`config.mk`:
```
export PLATFORM = sky130hd
export DESIGN_NAME = wheel_encoder_delta_core_flat
export DESIGN_NICKNAME = d
export VERILOG_FILES = /design/src/rtl/core/wed_pkg.sv /design/src/rtl/core/wed_ifs.sv /design/src/rtl/core/wheel_encoder_delta_core.sv /design/src/rtl/core/wed_cfg_regs.sv /design/src/rtl/core/wed_unpack.sv /design/src/rtl/core/wed_diff.sv /design/src/rtl/core/wed_select.sv /design/src/flat_wrapper.sv
export SDC_FILE = /design/constraint.sdc
export NUM_CORES = 1
export LEC_CHECK = 0
export ABC_AREA = 1
export BUFFER_PORTS_ARGS = -buffer_cell sky130_fd_sc_hd__clkbuf_2
export CORE_ASPECT_RATIO = 0.9
export CORE_MARGIN = 2
export CORE_UTILIZATION = 59
export CTS_CLUSTER_DIAMETER = 200
export DETAILED_ROUTE_END_ITERATION = 12
export PLACE_DENSITY = 0.83
export SETUP_SLACK_MARGIN = 0.15
export SLEW_MARGIN = 15
export SYNTH_ARGS = -nofsm -noshare
export SYNTH_HDL_FRONTEND = slang
export SYNTH_SLANG_ARGS = --single-unit
export TNS_END_PERCENT = 5
```
`constraint.sdc`:
```
create_clock -name i_clk -period 4.8 [get_ports i_clk]
set_clock_uncertainty 0.2 [all_clocks]
set_input_delay 0 -clock i_clk [delete_from_list [all_inputs] [get_ports i_clk]]
set_output_delay 0 -clock i_clk [all_outputs]
set_load 0.02 [all_outputs]
```
`src/rtl/core/wed_pkg.sv`:
```
// shared types, constants and the frame unpack function of the wheel encoder delta core
package wed_pkg;

    localparam int POSITION_BITS_DEF = 9;
    localparam int WORD_POS_W        = 9;
    localparam int RAW_W             = 16;
    localparam int STAMP_W           = 16;
    localparam int ELAPSED_W         = 17;
    localparam int DELTA_W           = 10;
    localparam int CFG_W             = 9;
    localparam int CFG_IDX_W         = 2;

    localparam logic [RAW_W-1:0] FRAME_ZERO_MASK = 16'h0078;
    localparam logic [RAW_W-1:0] FRAME_ONE_MASK  = 16'hC080;
    localparam logic [RAW_W-1:0] LOW_POS_MASK    = 16'h0007;
    localparam logic [RAW_W-1:0] HIGH_POS_MASK   = 16'h3F00;

    localparam logic [CFG_W-1:0]     MAX_STEP_RST  = 9'd100;
    localparam logic [CFG_W-1:0]     WRAP_SPAN_RST = 9'd511;
    localparam logic [ELAPSED_W-1:0] ELAPSED_FULL  = 17'h10000;

    typedef enum logic [CFG_IDX_W-1:0] {
        REG_MAX_STEP,
        REG_WRAP_SPAN,
        REG_LEFT_REVERSE,
        REG_RIGHT_REVERSE
    } t_reg_idx;

    typedef struct packed {
        logic [CFG_W-1:0] max_step;
        logic [CFG_W-1:0] wrap_span;
        logic             left_reverse;
        logic             right_reverse;
    } t_cfg;

    // frame check and bit gather; a bad frame gives position 0
    function automatic logic [WORD_POS_W-1:0] unpack_word(input logic [RAW_W-1:0] w);
        logic [RAW_W-1:0] gathered;
        gathered = (w & LOW_POS_MASK) | ((w & HIGH_POS_MASK) >> 5);
        if (((w & FRAME_ZERO_MASK) != '0) || ((w & FRAME_ONE_MASK) != FRAME_ONE_MASK)) begin
            return '0;
        end
        return gathered[WORD_POS_W-1:0];
    endfunction

endpackage

```
`src/rtl/core/wed_ifs.sv`:
```
// sample, result and configuration channel interfaces
interface wed_in_if import wed_pkg::*; ();
    logic             valid;
    logic             ready;
    logic [RAW_W-1:0] cur_left_raw;
    logic [RAW_W-1:0] cur_right_raw;
    logic [STAMP_W-1:0] cur_stamp;
    logic [RAW_W-1:0] prev_left_raw;
    logic [RAW_W-1:0] prev_right_raw;
    logic [STAMP_W-1:0] prev_stamp;

    modport source (
        output valid, cur_left_raw, cur_right_raw, cur_stamp,
               prev_left_raw, prev_right_raw, prev_stamp,
        input  ready
    );
    modport sink (
        input  valid, cur_left_raw, cur_right_raw, cur_stamp,
               prev_left_raw, prev_right_raw, prev_stamp,
        output ready
    );
endinterface

interface wed_out_if import wed_pkg::*; ();
    logic                       valid;
    logic                       ready;
    logic signed [DELTA_W-1:0]  left_delta;
    logic signed [DELTA_W-1:0]  right_delta;
    logic [ELAPSED_W-1:0]       elapsed_ms;

    modport source (output valid, left_delta, right_delta, elapsed_ms, input ready);
    modport sink (input valid, left_delta, right_delta, elapsed_ms, output ready);
endinterface

interface wed_cfg_if import wed_pkg::*; ();
    logic                 valid;
    logic                 ready;
    logic [CFG_IDX_W-1:0] index;
    logic [CFG_W-1:0]     data;

    modport source (output valid, index, data, input ready);
    modport sink (input valid, index, data, output ready);
endinterface

```
`src/rtl/core/wheel_encoder_delta_core.sv`:
```
// top level of the wheel encoder delta core
// Takes one sample pair per clock and returns left and right position
// deltas plus the elapsed stamp time through three register stages
// (unpack, difference, select); a sustained rate of one item per cycle
// holds while the sink keeps ready high. A stall on the output backs up
// stage by stage through a combinational ready chain, so each stage
// still fills while a finished result waits. Configuration writes
// are taken every cycle and act at once on the difference and select
// stages, so items already in flight would see them; write registers only
// while no request is in flight.
module wheel_encoder_delta_core import wed_pkg::*; #(
    parameter int POSITION_BITS = POSITION_BITS_DEF
) (
    input  logic       i_clk,
    input  logic       i_rst_n,
    wed_cfg_if.sink    i_cfg,
    wed_in_if.sink     i_in,
    wed_out_if.source  o_out
);

    localparam int POS_W = (POSITION_BITS < WORD_POS_W) ? POSITION_BITS : WORD_POS_W;

    t_cfg w_cfg;

    logic                  w_s1_valid;
    logic                  w_s2_ready;
    logic [POS_W-1:0]      w_cur_left;
    logic [POS_W-1:0]      w_prev_left;
    logic [POS_W-1:0]      w_cur_right;
    logic [POS_W-1:0]      w_prev_right;
    logic [ELAPSED_W-1:0]  w_s1_elapsed;

    logic                  w_s2_valid;
    logic                  w_s3_ready;
    logic signed [POS_W:0] w_left_d;
    logic [POS_W-1:0]      w_left_a;
    logic signed [POS_W:0] w_right_d;
    logic [POS_W-1:0]      w_right_a;
    logic [ELAPSED_W-1:0]  w_s2_elapsed;

    wed_cfg_regs u_cfg (
        .i_clk   (i_clk),
        .i_rst_n (i_rst_n),
        .i_cfg   (i_cfg),
        .o_cfg   (w_cfg)
    );

    wed_unpack #(.POS_W(POS_W)) u_unpack (
        .i_clk        (i_clk),
        .i_rst_n      (i_rst_n),
        .i_in         (i_in),
        .o_valid      (w_s1_valid),
        .i_ready      (w_s2_ready),
        .o_cur_left   (w_cur_left),
        .o_prev_left  (w_prev_left),
        .o_cur_right  (w_cur_right),
        .o_prev_right (w_prev_right),
        .o_elapsed    (w_s1_elapsed)
    );

    wed_diff #(.POS_W(POS_W)) u_diff (
        .i_clk        (i_clk),
        .i_rst_n      (i_rst_n),
        .i_cfg        (w_cfg),
        .i_valid      (w_s1_valid),
        .o_ready      (w_s2_ready),
        .i_cur_left   (w_cur_left),
        .i_prev_left  (w_prev_left),
        .i_cur_right  (w_cur_right),
        .i_prev_right (w_prev_right),
        .i_elapsed    (w_s1_elapsed),
        .o_valid      (w_s2_valid),
        .i_ready      (w_s3_ready),
        .o_left_d     (w_left_d),
        .o_left_a     (w_left_a),
        .o_right_d    (w_right_d),
        .o_right_a    (w_right_a),
        .o_elapsed    (w_s2_elapsed)
    );

    wed_select #(.POS_W(POS_W)) u_select (
        .i_clk     (i_clk),
        .i_rst_n   (i_rst_n),
        .i_cfg     (w_cfg),
        .i_valid   (w_s2_valid),
        .o_ready   (w_s3_ready),
        .i_left_d  (w_left_d),
        .i_left_a  (w_left_a),
        .i_right_d (w_right_d),
        .i_right_a (w_right_a),
        .i_elapsed (w_s2_elapsed),
        .o_out     (o_out)
    );

endmodule

```
`src/rtl/core/wed_cfg_regs.sv`:
```
// configuration register file
module wed_cfg_regs import wed_pkg::*; (
    input  logic       i_clk,
    input  logic       i_rst_n,
    wed_cfg_if.sink    i_cfg,
    output t_cfg       o_cfg
);

    t_cfg r_cfg;
    t_cfg n_cfg;

    assign i_cfg.ready = 1'b1;
    assign o_cfg       = r_cfg;

    always_comb begin
        n_cfg = r_cfg;
        if (i_cfg.valid) begin
            case (t_reg_idx'(i_cfg.index))
                REG_MAX_STEP:      n_cfg.max_step      = i_cfg.data;
                REG_WRAP_SPAN:     n_cfg.wrap_span     = i_cfg.data;
                REG_LEFT_REVERSE:  n_cfg.left_reverse  = i_cfg.data[0];
                REG_RIGHT_REVERSE: n_cfg.right_reverse = i_cfg.data[0];
                default:           n_cfg = r_cfg;
            endcase
        end
    end

    always_ff @(posedge i_clk) begin
        if (!i_rst_n) begin
            r_cfg.max_step      <= MAX_STEP_RST;
            r_cfg.wrap_span     <= WRAP_SPAN_RST;
            r_cfg.left_reverse  <= 1'b0;
            r_cfg.right_reverse <= 1'b0;
        end else begin
            r_cfg <= n_cfg;
        end
    end

endmodule

```
`src/rtl/core/wed_unpack.sv`:
```
// stage 1: frame check and unpack of all four words, stamp difference
module wed_unpack import wed_pkg::*; #(
    parameter int POS_W = WORD_POS_W
) (
    input  logic                  i_clk,
    input  logic                  i_rst_n,
    wed_in_if.sink                i_in,
    output logic                  o_valid,
    input  logic                  i_ready,
    output logic [POS_W-1:0]      o_cur_left,
    output logic [POS_W-1:0]      o_prev_left,
    output logic [POS_W-1:0]      o_cur_right,
    output logic [POS_W-1:0]      o_prev_right,
    output logic [ELAPSED_W-1:0]  o_elapsed
);

    logic                 r_valid;
    logic [POS_W-1:0]     r_cur_left;
    logic [POS_W-1:0]     r_prev_left;
    logic [POS_W-1:0]     r_cur_right;
    logic [POS_W-1:0]     r_prev_right;
    logic [ELAPSED_W-1:0] r_elapsed;

    logic                 w_load;
    logic [STAMP_W-1:0]   w_stamp_diff;
    logic [ELAPSED_W-1:0] n_elapsed;
    logic [WORD_POS_W-1:0] w_cl;
    logic [WORD_POS_W-1:0] w_pl;
    logic [WORD_POS_W-1:0] w_cr;
    logic [WORD_POS_W-1:0] w_pr;

    assign i_in.ready = !r_valid || i_ready;
    assign w_load     = i_in.ready;

    assign w_cl = unpack_word(i_in.cur_left_raw);
    assign w_pl = unpack_word(i_in.prev_left_raw);
    assign w_cr = unpack_word(i_in.cur_right_raw);
    assign w_pr = unpack_word(i_in.prev_right_raw);

    // equal stamps mean a full wrap of the counter
    assign w_stamp_diff = i_in.cur_stamp - i_in.prev_stamp;
    assign n_elapsed    = (w_stamp_diff == '0) ? ELAPSED_FULL : {1'b0, w_stamp_diff};

    always_ff @(posedge i_clk) begin
        if (!i_rst_n) begin
            r_valid <= 1'b0;
        end else if (w_load) begin
            r_valid <= i_in.valid;
        end
    end

    always_ff @(posedge i_clk) begin
        if (w_load && i_in.valid) begin
            r_cur_left   <= w_cl[POS_W-1:0];
            r_prev_left  <= w_pl[POS_W-1:0];
            r_cur_right  <= w_cr[POS_W-1:0];
            r_prev_right <= w_pr[POS_W-1:0];
            r_elapsed    <= n_elapsed;
        end
    end

    assign o_valid      = r_valid;
    assign o_cur_left   = r_cur_left;
    assign o_prev_left  = r_prev_left;
    assign o_cur_right  = r_cur_right;
    assign o_prev_right = r_prev_right;
    assign o_elapsed    = r_elapsed;

endmodule

```
`src/rtl/core/wed_diff.sv`:
```
// stage 2: direction-signed position difference and its magnitude per wheel
module wed_diff import wed_pkg::*; #(
    parameter int POS_W = WORD_POS_W
) (
    input  logic                     i_clk,
    input  logic                     i_rst_n,
    input  t_cfg                     i_cfg,
    input  logic                     i_valid,
    output logic                     o_ready,
    input  logic [POS_W-1:0]         i_cur_left,
    input  logic [POS_W-1:0]         i_prev_left,
    input  logic [POS_W-1:0]         i_cur_right,
    input  logic [POS_W-1:0]         i_prev_right,
    input  logic [ELAPSED_W-1:0]     i_elapsed,
    output logic                     o_valid,
    input  logic                     i_ready,
    output logic signed [POS_W:0]    o_left_d,
    output logic [POS_W-1:0]         o_left_a,
    output logic signed [POS_W:0]    o_right_d,
    output logic [POS_W-1:0]         o_right_a,
    output logic [ELAPSED_W-1:0]     o_elapsed
);

    logic                  r_valid;
    logic signed [POS_W:0] r_left_d;
    logic [POS_W-1:0]      r_left_a;
    logic signed [POS_W:0] r_right_d;
    logic [POS_W-1:0]      r_right_a;
    logic [ELAPSED_W-1:0]  r_elapsed;

    logic signed [POS_W:0] n_left_d;
    logic signed [POS_W:0] n_right_d;
    logic signed [POS_W:0] w_left_abs;
    logic signed [POS_W:0] w_right_abs;

    assign o_ready = !r_valid || i_ready;

    assign n_left_d = i_cfg.left_reverse
        ? $signed({1'b0, i_prev_left}) - $signed({1'b0, i_cur_left})
        : $signed({1'b0, i_cur_left}) - $signed({1'b0, i_prev_left});
    assign n_right_d = i_cfg.right_reverse
        ? $signed({1'b0, i_prev_right}) - $signed({1'b0, i_cur_right})
        : $signed({1'b0, i_cur_right}) - $signed({1'b0, i_prev_right});

    // magnitude never exceeds the position range, so it fits POS_W bits
    assign w_left_abs  = (n_left_d < 0) ? -n_left_d : n_left_d;
    assign w_right_abs = (n_right_d < 0) ? -n_right_d : n_right_d;

    always_ff @(posedge i_clk) begin
        if (!i_rst_n) begin
            r_valid <= 1'b0;
        end else if (o_ready) begin
            r_valid <= i_valid;
        end
    end

    always_ff @(posedge i_clk) begin
        if (o_ready && i_valid) begin
            r_left_d  <= n_left_d;
            r_left_a  <= w_left_abs[POS_W-1:0];
            r_right_d <= n_right_d;
            r_right_a <= w_right_abs[POS_W-1:0];
            r_elapsed <= i_elapsed;
        end
    end

    assign o_valid   = r_valid;
    assign o_left_d  = r_left_d;
    assign o_left_a  = r_left_a;
    assign o_right_d = r_right_d;
    assign o_right_a = r_right_a;
    assign o_elapsed = r_elapsed;

endmodule

```
`src/rtl/core/wed_select.sv`:
```
// stage 3: small step, rollover unwrap or large jump select, output register
module wed_select import wed_pkg::*; #(
    parameter int POS_W = WORD_POS_W
) (
    input  logic                  i_clk,
    input  logic                  i_rst_n,
    input  t_cfg                  i_cfg,
    input  logic                  i_valid,
    output logic                  o_ready,
    input  logic signed [POS_W:0] i_left_d,
    input  logic [POS_W-1:0]      i_left_a,
    input  logic signed [POS_W:0] i_right_d,
    input  logic [POS_W-1:0]      i_right_a,
    input  logic [ELAPSED_W-1:0]  i_elapsed,
    wed_out_if.source             o_out
);

    localparam int WIDE_W = DELTA_W + 1;

    logic                      r_valid;
    logic signed [DELTA_W-1:0] r_left_delta;
    logic signed [DELTA_W-1:0] r_right_delta;
    logic [ELAPSED_W-1:0]      r_elapsed;

    logic signed [WIDE_W-1:0]  n_left;
    logic signed [WIDE_W-1:0]  n_right;

    function automatic logic signed [WIDE_W-1:0] pick(
        input logic signed [POS_W:0] d,
        input logic [POS_W-1:0]      a,
        input logic [CFG_W-1:0]      lim,
        input logic [CFG_W-1:0]      span
    );
        logic [CFG_W-1:0]         a9;
        logic signed [CFG_W:0]    gap;
        logic signed [CFG_W:0]    gap_abs;
        logic signed [WIDE_W-1:0] dw;
        logic signed [WIDE_W-1:0] sw;
        a9      = CFG_W'(a);
        gap     = $signed({1'b0, span}) - $signed({1'b0, a9});
        gap_abs = (gap < 0) ? -gap : gap;
        dw      = WIDE_W'(d);
        sw      = $signed(WIDE_W'(span));
        if (a9 <= lim) begin
            return dw;
        end
        // near a full span: treat as rollover and unwrap
        if (gap_abs <= $signed({1'b0, lim})) begin
            return (dw >= 0) ? dw - sw : dw + sw;
        end
        return '0;
    endfunction

    assign o_ready = !r_valid || o_out.ready;

    assign n_left  = pick(i_left_d, i_left_a, i_cfg.max_step, i_cfg.wrap_span);
    assign n_right = pick(i_right_d, i_right_a, i_cfg.max_step, i_cfg.wrap_span);

    always_ff @(posedge i_clk) begin
        if (!i_rst_n) begin
            r_valid <= 1'b0;
        end else if (o_ready) begin
            r_valid <= i_valid;
        end
    end

    always_ff @(posedge i_clk) begin
        if (o_ready && i_valid) begin
            r_left_delta  <= n_left[DELTA_W-1:0];
            r_right_delta <= n_right[DELTA_W-1:0];
            r_elapsed     <= i_elapsed;
        end
    end

    assign o_out.valid       = r_valid;
    assign o_out.left_delta  = r_left_delta;
    assign o_out.right_delta = r_right_delta;
    assign o_out.elapsed_ms  = r_elapsed;

endmodule

```
`src/flat_wrapper.sv`:
```
// flat-port wrapper written by rule: the top's interface ports become plain ports
module wheel_encoder_delta_core_flat import wed_pkg::*;
#(
    parameter int POSITION_BITS = POSITION_BITS_DEF
)
  (i_clk, i_rst_n, i_cfg_valid, i_cfg_index, i_cfg_data, i_cfg_ready, i_in_valid, i_in_cur_left_raw, i_in_cur_right_raw, i_in_cur_stamp, i_in_prev_left_raw, i_in_prev_right_raw, i_in_prev_stamp, i_in_ready, o_out_valid, o_out_left_delta, o_out_right_delta, o_out_elapsed_ms, o_out_ready);
  wed_cfg_if i_cfg_i ();
  wed_in_if i_in_i ();
  wed_out_if o_out_i ();
  input  logic i_clk;
  input  logic i_rst_n;
  input wire logic [$bits(i_cfg_i.valid)-1:0] i_cfg_valid;
  input wire logic [$bits(i_cfg_i.index)-1:0] i_cfg_index;
  input wire logic [$bits(i_cfg_i.data)-1:0] i_cfg_data;
  output wire logic [$bits(i_cfg_i.ready)-1:0] i_cfg_ready;
  input wire logic [$bits(i_in_i.valid)-1:0] i_in_valid;
  input wire logic [$bits(i_in_i.cur_left_raw)-1:0] i_in_cur_left_raw;
  input wire logic [$bits(i_in_i.cur_right_raw)-1:0] i_in_cur_right_raw;
  input wire logic [$bits(i_in_i.cur_stamp)-1:0] i_in_cur_stamp;
  input wire logic [$bits(i_in_i.prev_left_raw)-1:0] i_in_prev_left_raw;
  input wire logic [$bits(i_in_i.prev_right_raw)-1:0] i_in_prev_right_raw;
  input wire logic [$bits(i_in_i.prev_stamp)-1:0] i_in_prev_stamp;
  output wire logic [$bits(i_in_i.ready)-1:0] i_in_ready;
  output wire logic [$bits(o_out_i.valid)-1:0] o_out_valid;
  output wire logic [$bits(o_out_i.left_delta)-1:0] o_out_left_delta;
  output wire logic [$bits(o_out_i.right_delta)-1:0] o_out_right_delta;
  output wire logic [$bits(o_out_i.elapsed_ms)-1:0] o_out_elapsed_ms;
  input wire logic [$bits(o_out_i.ready)-1:0] o_out_ready;
  assign i_cfg_i.valid = i_cfg_valid;
  assign i_cfg_i.index = i_cfg_index;
  assign i_cfg_i.data = i_cfg_data;
  assign i_cfg_ready = i_cfg_i.ready;
  assign i_in_i.valid = i_in_valid;
  assign i_in_i.cur_left_raw = i_in_cur_left_raw;
  assign i_in_i.cur_right_raw = i_in_cur_right_raw;
  assign i_in_i.cur_stamp = i_in_cur_stamp;
  assign i_in_i.prev_left_raw = i_in_prev_left_raw;
  assign i_in_i.prev_right_raw = i_in_prev_right_raw;
  assign i_in_i.prev_stamp = i_in_prev_stamp;
  assign i_in_ready = i_in_i.ready;
  assign o_out_valid = o_out_i.valid;
  assign o_out_left_delta = o_out_i.left_delta;
  assign o_out_right_delta = o_out_i.right_delta;
  assign o_out_elapsed_ms = o_out_i.elapsed_ms;
  assign o_out_i.ready = o_out_ready;
  wheel_encoder_delta_core #(.POSITION_BITS(POSITION_BITS)) u_core (.i_clk(i_clk), .i_rst_n(i_rst_n), .i_cfg(i_cfg_i), .i_in(i_in_i), .o_out(o_out_i));
endmodule
```
After elaboration in Yosys (flattened, before gate mapping)
Index checks and enable logic that the tools add are counted.
Word-level totals
  bits in registers: 168
  input port bits: 112
  output and inout port bits: 40
  word-level logic and storage cells: 115
Cells by class
  add/sub/neg operators: 15
  magnitude comparators: 10
  eq/ne operators: 7
  mux-type cells: 35
  bitwise gates (word level): 4
  reduce and logical (&&, ||, !) cells: 23
Operators with widths (number)
  2-to-1 mux 10 bit: 14
  2-to-1 mux 9 bit: 10
  nonzero test 16 bit: 4
  subtractor 9 x 9 -> 10 bit: 6
  < comparator 10 x 1 -> 1 bit, second input constant: 4
  OR 3 x 9 -> 9 bit: 4
  adder 10 bit: 2
  greater-or-equal comparator 10 x 1 -> 1 bit, second input constant: 2
  less-or-equal comparator 10 bit: 2
  negation 10 bit: 2
  subtractor 10 bit: 2
  less-or-equal comparator 9 bit: 2
  negation 9 bit: 2
  2-to-1 mux 17 bit: 1
  zero test 16 bit: 1
  subtractor 16 bit: 1
  != test 3 bit, second input constant: 4
  2-to-1 mux 1 bit: 10
  AND reduction 2 bit: 4
  logical OR 1 bit: 7
  equality test 2 bit, second input constant: 2
  logical AND 1 bit: 3
  zero test 1 bit: 3
  equality test 2 x 1 -> 1 bit, second input constant: 1
  zero test 2 bit: 1

Depth between registers and ports, before layout
  depth after elaboration: 8
  gate-level depth with buffers: 23
  gate-level depth less buffers: 23

Hierarchy
A second synthesis with hierarchy kept.
Second synthesis, totals
  cells, all modules: 1631
  area, all modules: 12787.3 sq um
Modules (own cells, without submodules)
  wed_select: instances 1, cells each 675, area an instance 4825.9 sq um, seq. area each 1131.1 sq um
  wed_diff: instances 1, cells each 488, area an instance 4041.4 sq um, seq. area each 1611.5 sq um
  wed_unpack: instances 1, cells each 356, area an instance 3056.7 sq um, seq. area each 1611.5 sq um
  wed_cfg_regs: instances 1, cells each 112, area an instance 863.3 sq um, seq. area each 400.4 sq um

Worst setup path after synthesis
No wires, ideal clock.
  path type: register -> register
  from: register u_core.u_cfg.r_cfg (netlist bit u_core.u_cfg.o_cfg[2])
  to: register u_core.u_select.r_right_delta[0], in the netlist u_core.u_select.o_out.right_delta[0], data pin
  setup time: 0.255 ns
  arrival: 2.987 ns
  data required time: 4.345 ns
  slack: 1.358 ns
  stages on the path, launching flop included: 22
  buffers on the path: 0
  clock period less this slack: 3.442 ns
  path through: dfxtp_1 inv_1 ha_1 fa_1 inv_1 nand2_1 o21ai_1 nand2_1 nand2_1 xnor2_1 nand2_2 o21ai_0 xnor2_1 inv_1 ha_1 nand2_1 o21ai_0 a21oi_1 nor2_1 nand2_4 nand3_1 nand2_1
Between the ends
  longest elaborated chain between the ends: 8
  elaborated cells on any way between the ends: 13
  those cells by class: add/sub (4); order compare (2); mux (7)
Ends and longest elaborated chain
  start, declared: RTL line wed_cfg_regs.sv:9  | t_cfg r_cfg;
  start signal, assigned: RTL line wed_cfg_regs.sv:35  | r_cfg <= n_cfg;
  subtractor 9 x 9 -> 10 bit: RTL line wed_select.sv:40  | gap = $signed({1'b0, span}) - $signed({1'b0, a9});
  negation 10 bit / < comparator 10 x 1 -> 1 bit (equally long branches): RTL line wed_select.sv:41  | gap_abs = (gap < 0) ? -gap : gap;
  2-to-1 mux 10 bit: RTL line wed_select.sv:41
  less-or-equal comparator 10 bit: RTL line wed_select.sv:48  | if (gap_abs <= $signed({1'b0, lim})) begin
  2-to-1 mux 1 bit (2 in a row): RTL line wed_select.sv:48
  2-to-1 mux 10 bit *: RTL line wed_select.sv:51  | return '0;
  2-to-1 mux 10 bit *: RTL line wed_select.sv:48
  via u_core.u_select.n_right[0]: RTL line wed_select.sv:26  | logic signed [WIDE_W-1:0] n_right;
  end signal, assigned: RTL line wed_select.sv:70  | r_right_delta <= n_right[DELTA_W-1:0];
  end, declared: RTL line wed_select.sv:22  | logic signed [DELTA_W-1:0] r_right_delta;
The timed path passes the listed nets; every way through them passes the cells marked *. The select of a mux whose other input is x is not followed.
A chain may end at the register's enable or synchronous reset.

Final worst setup path
  from: register u_core.u_cfg.r_cfg (netlist bit u_core.u_cfg.o_cfg[2])
  to: register u_core.u_select.r_right_delta[6], in the netlist u_core.u_select.o_out.right_delta[6], data pin
The elaborated chain is that of the path after synthesis.

==> reports/results.txt <==
Count of antenna diodes in the layout -> 0
Most prevalent standard cell on the critical path -> sky130_fd_sc_hd__nand2_1
Post-CTS Setup Bufs -> 0
Final nets -> 1978
Global router's overall resource usage -> 28.2%
Share of synthesized area occupied by flip-flops and latches -> 40.0%
Post-synthesis sequential element count -> 166
Internal Dissipation -> 0.00301 W
Synth Net Count -> 1686
Number of distinct library cells after synthesis -> 49
Antenna violations before repair -> 0
Relative max-transition margin -> 19.3%
Share of the synthesized area in the top cell type -> 36.1%
Weighted congestion reported at the end of routability-driven placement -> 0.917
Crit start category -> flip-flop
Die X-Extent -> 154 µm
Actual slew at the worst max-slew pin -> 1200 ps
Via count -> 10400
Most numerous cell in the Yosys netlist -> sky130_fd_sc_hd__nand2_1
Ys async rst share -> 0%
IR Drop Worst-Case VDD -> 0.000227 V
Post-Synthesis Cell Area -> 11900 µm²
Routed via count divided by cell count -> 5.21
Cts-stage hold buffer count -> 135
Main synth FF type -> sky130_fd_sc_hd__edfxtp_1
CTS root buf -> sky130_fd_sc_hd__clkbuf_16
Worst hold-check path type -> input port to flip-flop
Wirelength, routed -> 29700 µm
Number of buffers created by CTS -> 17
Area contributors post-synth -> sky130_fd_sc_hd__edfxtp_1, sky130_fd_sc_hd__ha_1, sky130_fd_sc_hd__nand2_1, sky130_fd_sc_hd__inv_1, sky130_fd_sc_hd__dfxtp_1
Combinational power share -> 29.9%
Effective utilization at floorplan -> 59.9%
Setup WS post-layout -> 886 ps
Die Footprint -> 21300 µm²
Final Hold Viols -> 0
Largest net degree at the start of global routing -> 54
Delay of the slowest critical-path stage -> 410 ps
Setup repair after global routing missed its margin -> no
CP Max Fanout -> 10
First-pass GRT wire length -> 48600 µm
Bufs on Longest Clock Path -> 2
Count of routing violations after the opening detailed-route iteration -> 800
Worst Path Required -> 4780 ps
Number of optimization iterations in the first detailed-route pass -> 5
Ratio of cells with drive above 1 in the final layout -> 12.7%
Area grow syn2layout -> 25.0%
Tmin final -> 3910 ps
Quantity of gates resized following cts -> 0
Clock insertion delay at the later pin of the skew report -> 430 ps
Pwr per Cell Area -> 301 nW/µm²
Clock network fraction of total power -> 31.0%
Number of failing setup endpoints in the final timing report -> 0
Remaining Overflow, GRT -> 0
Switching share of total power -> 32.7%
Count of maximum capacitance violations -> 0
Period utilization -> 81.5%
Number of top-level design ports -> 152
Antenna violation net count after detailed routing -> 0
Post-route setup TNS -> 0 ps
Leakage dissipation -> 7.49 nW
List of most frequent post-synthesis cells -> sky130_fd_sc_hd__nand2_1, sky130_fd_sc_hd__inv_1, sky130_fd_sc_hd__edfxtp_1
Data arrival time of the critical path -> 3890 ps
Warning count from the yosys run -> 0
Cell Rows -> 49
Standard cell core area -> 19900 µm²
Upper clock frequency limit -> 255 MHz
Setup crit end kind -> flip-flop
Placed cell count -> 1830
Count of buffers inserted at the top-level ports -> 150
Power dissipated by switching net loads -> 0.00146 W
Max H-tree Level -> 4
Number of global-route vias before repair -> 10500
Clock-pin slew on the worst setup and hold paths -> 70 ps
CP Class -> flip-flop to flip-flop
Cell count after synthesis -> 1437
Synth Area per Inst -> 8.28 µm²
Post-synth EDFFs -> 143
Clock tree from TritonCTS -> done
Placement Cell Area -> 12900 µm²
Clock sinks -> 166
Critical-path cell with the highest stage delay -> sky130_fd_sc_hd__fa_1
DRC errors left -> 0
Result of the run -> finished clean
Detail Placement HPWL -> 20300 µm
Synth area leader -> sky130_fd_sc_hd__edfxtp_1
Height of the die -> 139 µm
Proportion of power drawn by flip-flops and latches -> 39.1%
Summed area of non-filler cells in the final layout -> 14900 µm²
Placement-stage worst setup slack -> 977 ps
Critical Path, Cell by Cell -> inv_1 -> ha_1 -> fa_1 -> inv_1 -> nand2_1 -> o21ai_1 -> xnor2_1 -> nand3_1 -> nand2_1 -> xnor2_1 -> inv_1 -> ha_1 -> nand2_1 -> nor2_1 -> a21oi_1 -> o21ai_0 -> a21oi_1 -> nor2_1 -> nand2_4 -> nand3_1 -> nand2_1
Pins over their slew limit -> 0
Power, Total -> 0.00447 W
Non-filler cells in the finished layout -> 1997
Wirelength per Cell -> 14.9 µm
[per-layer routing]
metal  vias to the layer above  track usage, %  wire, µm  share of wire [%]
met1                      4736            36.1     12700                 43
met5                         -               0         0                  0
met4                         0            9.51       760                2.6
met2                       368            48.8     14600                 49
li1                       5252               -         -                  -
met3                        58            4.66      1620                5.5
[kinds of logic after synthesis]
kind of cell	count (synthesis)	synth area share [%]
buffers and inverters	307	9.82
multiplexers	2	0.168
XOR/XNOR	65	5.29
AND/OR/NAND/NOR	552	19.6
other	1	0.0315
adder cells (fa/ha/maj)	137	15.0
flip-flops	166	40.0
AO/OA/AOI/OAI	207	10.2
[final timing paths]
check                                           from                                             end  slack (ps)  depth (start not counted)
max               u_core.u_cfg.o_cfg[2]$_SDFFE_PN1P_  u_core.u_select.o_out.right_delta[6]$_DFFE_PP_         890                         21
min                                i_in_cur_stamp[6]      u_core.u_unpack.o_elapsed[6]$_SDFFCE_PP0P_          10                          5
max reg2reg       u_core.u_cfg.o_cfg[2]$_SDFFE_PN1P_  u_core.u_select.o_out.right_delta[6]$_DFFE_PP_         890                         21
min reg2reg  u_core.u_unpack.o_elapsed[16]$_DFFE_PP_           u_core.u_diff.o_elapsed[16]$_DFFE_PP_         220                          0
[cells in the final DEF, fill, tap and decap left out, types with 7 or more instances in the layout]
| master | instances |
|---|---|
| sky130_fd_sc_hd__a21o_1 | 7 |
| sky130_fd_sc_hd__a21oi_1 | 84 |
| sky130_fd_sc_hd__clkbuf_16 | 17 |
| sky130_fd_sc_hd__clkbuf_2 | 150 |
| sky130_fd_sc_hd__dfxtp_1 | 23 |
| sky130_fd_sc_hd__dlygate4sd3_1 | 135 |
| sky130_fd_sc_hd__edfxtp_1 | 143 |
| sky130_fd_sc_hd__fa_1 | 9 |
| sky130_fd_sc_hd__ha_1 | 128 |
| sky130_fd_sc_hd__inv_1 | 286 |
| sky130_fd_sc_hd__nand2_1 | 323 |
| sky130_fd_sc_hd__nand3_1 | 64 |
| sky130_fd_sc_hd__nand3b_1 | 11 |
| sky130_fd_sc_hd__nand4_1 | 17 |
| sky130_fd_sc_hd__nor2_1 | 103 |
| sky130_fd_sc_hd__nor3_1 | 14 |
| sky130_fd_sc_hd__o211ai_1 | 13 |
| sky130_fd_sc_hd__o21ai_0 | 62 |
| sky130_fd_sc_hd__o21bai_1 | 8 |
| sky130_fd_sc_hd__xnor2_1 | 18 |
| sky130_fd_sc_hd__xor2_1 | 39 |
[power groups by stage]
stage                     registers (W)  logic, W  clock network, W
after floorplan                 0.00177  0.000921                 0
after global placement          0.00177   0.00117                 0
after detailed placement        0.00178   0.00123                 0
after CTS                       0.00175   0.00131           0.00139
after global routing            0.00176   0.00151           0.00146
final                           0.00175   0.00134           0.00138
[flip-flops by register name, summed over array words and instances, names as in the netlist]
signal	cells
u_core.u_unpack.o_cur_right	9
u_core.u_diff.o_right_a	8
u_core.u_select.o_out.valid	1
u_core.u_diff.o_right_d	10
u_core.u_unpack.o_elapsed	17
u_core.u_cfg.o_cfg	20
u_core.u_unpack.o_cur_left	9
u_core.u_unpack.o_prev_right	9
u_core.u_diff.o_left_a	8
u_core.u_diff.o_valid	1
u_core.u_select.o_out.right_delta	10
u_core.u_diff.o_left_d	10
u_core.u_select.o_out.left_delta	10
u_core.u_select.o_out.elapsed_ms	17
u_core.u_diff.o_elapsed	17
u_core.u_unpack.o_valid	1
u_core.u_unpack.o_prev_left	9
[through the flow]
step,hold WS (ps),util (%)
after detailed placement,58.9,65.1
final,12.4,74.9
after CTS,2.01,74.9
after floorplan,-69.6,-
after global placement,41.3,65.1
after global routing,63.7,74.9
[final cells by class]
cell class / count / area [µm²]
flip-flops and latches: 166 / 4750
multi-input cells: 964 / 5990
inverters: 292 / 1100
clock buffers: 17 / 425
clock inverters: 15 / 168
fillers: 1362 / 4990
well taps: 255 / 319
repair buffers: 288 / 2120
[critical path: cells and delay by family, from the launching register on]
family | cells | cell delay, ps
AND/OR/NAND/NOR | 9 | 1020
adder cells (fa/ha/maj) | 3 | 920
AO/OA/AOI/OAI | 4 | 560
flip-flops | 1 | 390
XOR/XNOR | 2 | 330
buffers and inverters | 3 | 240
Power figures use the tool's default switching activity.
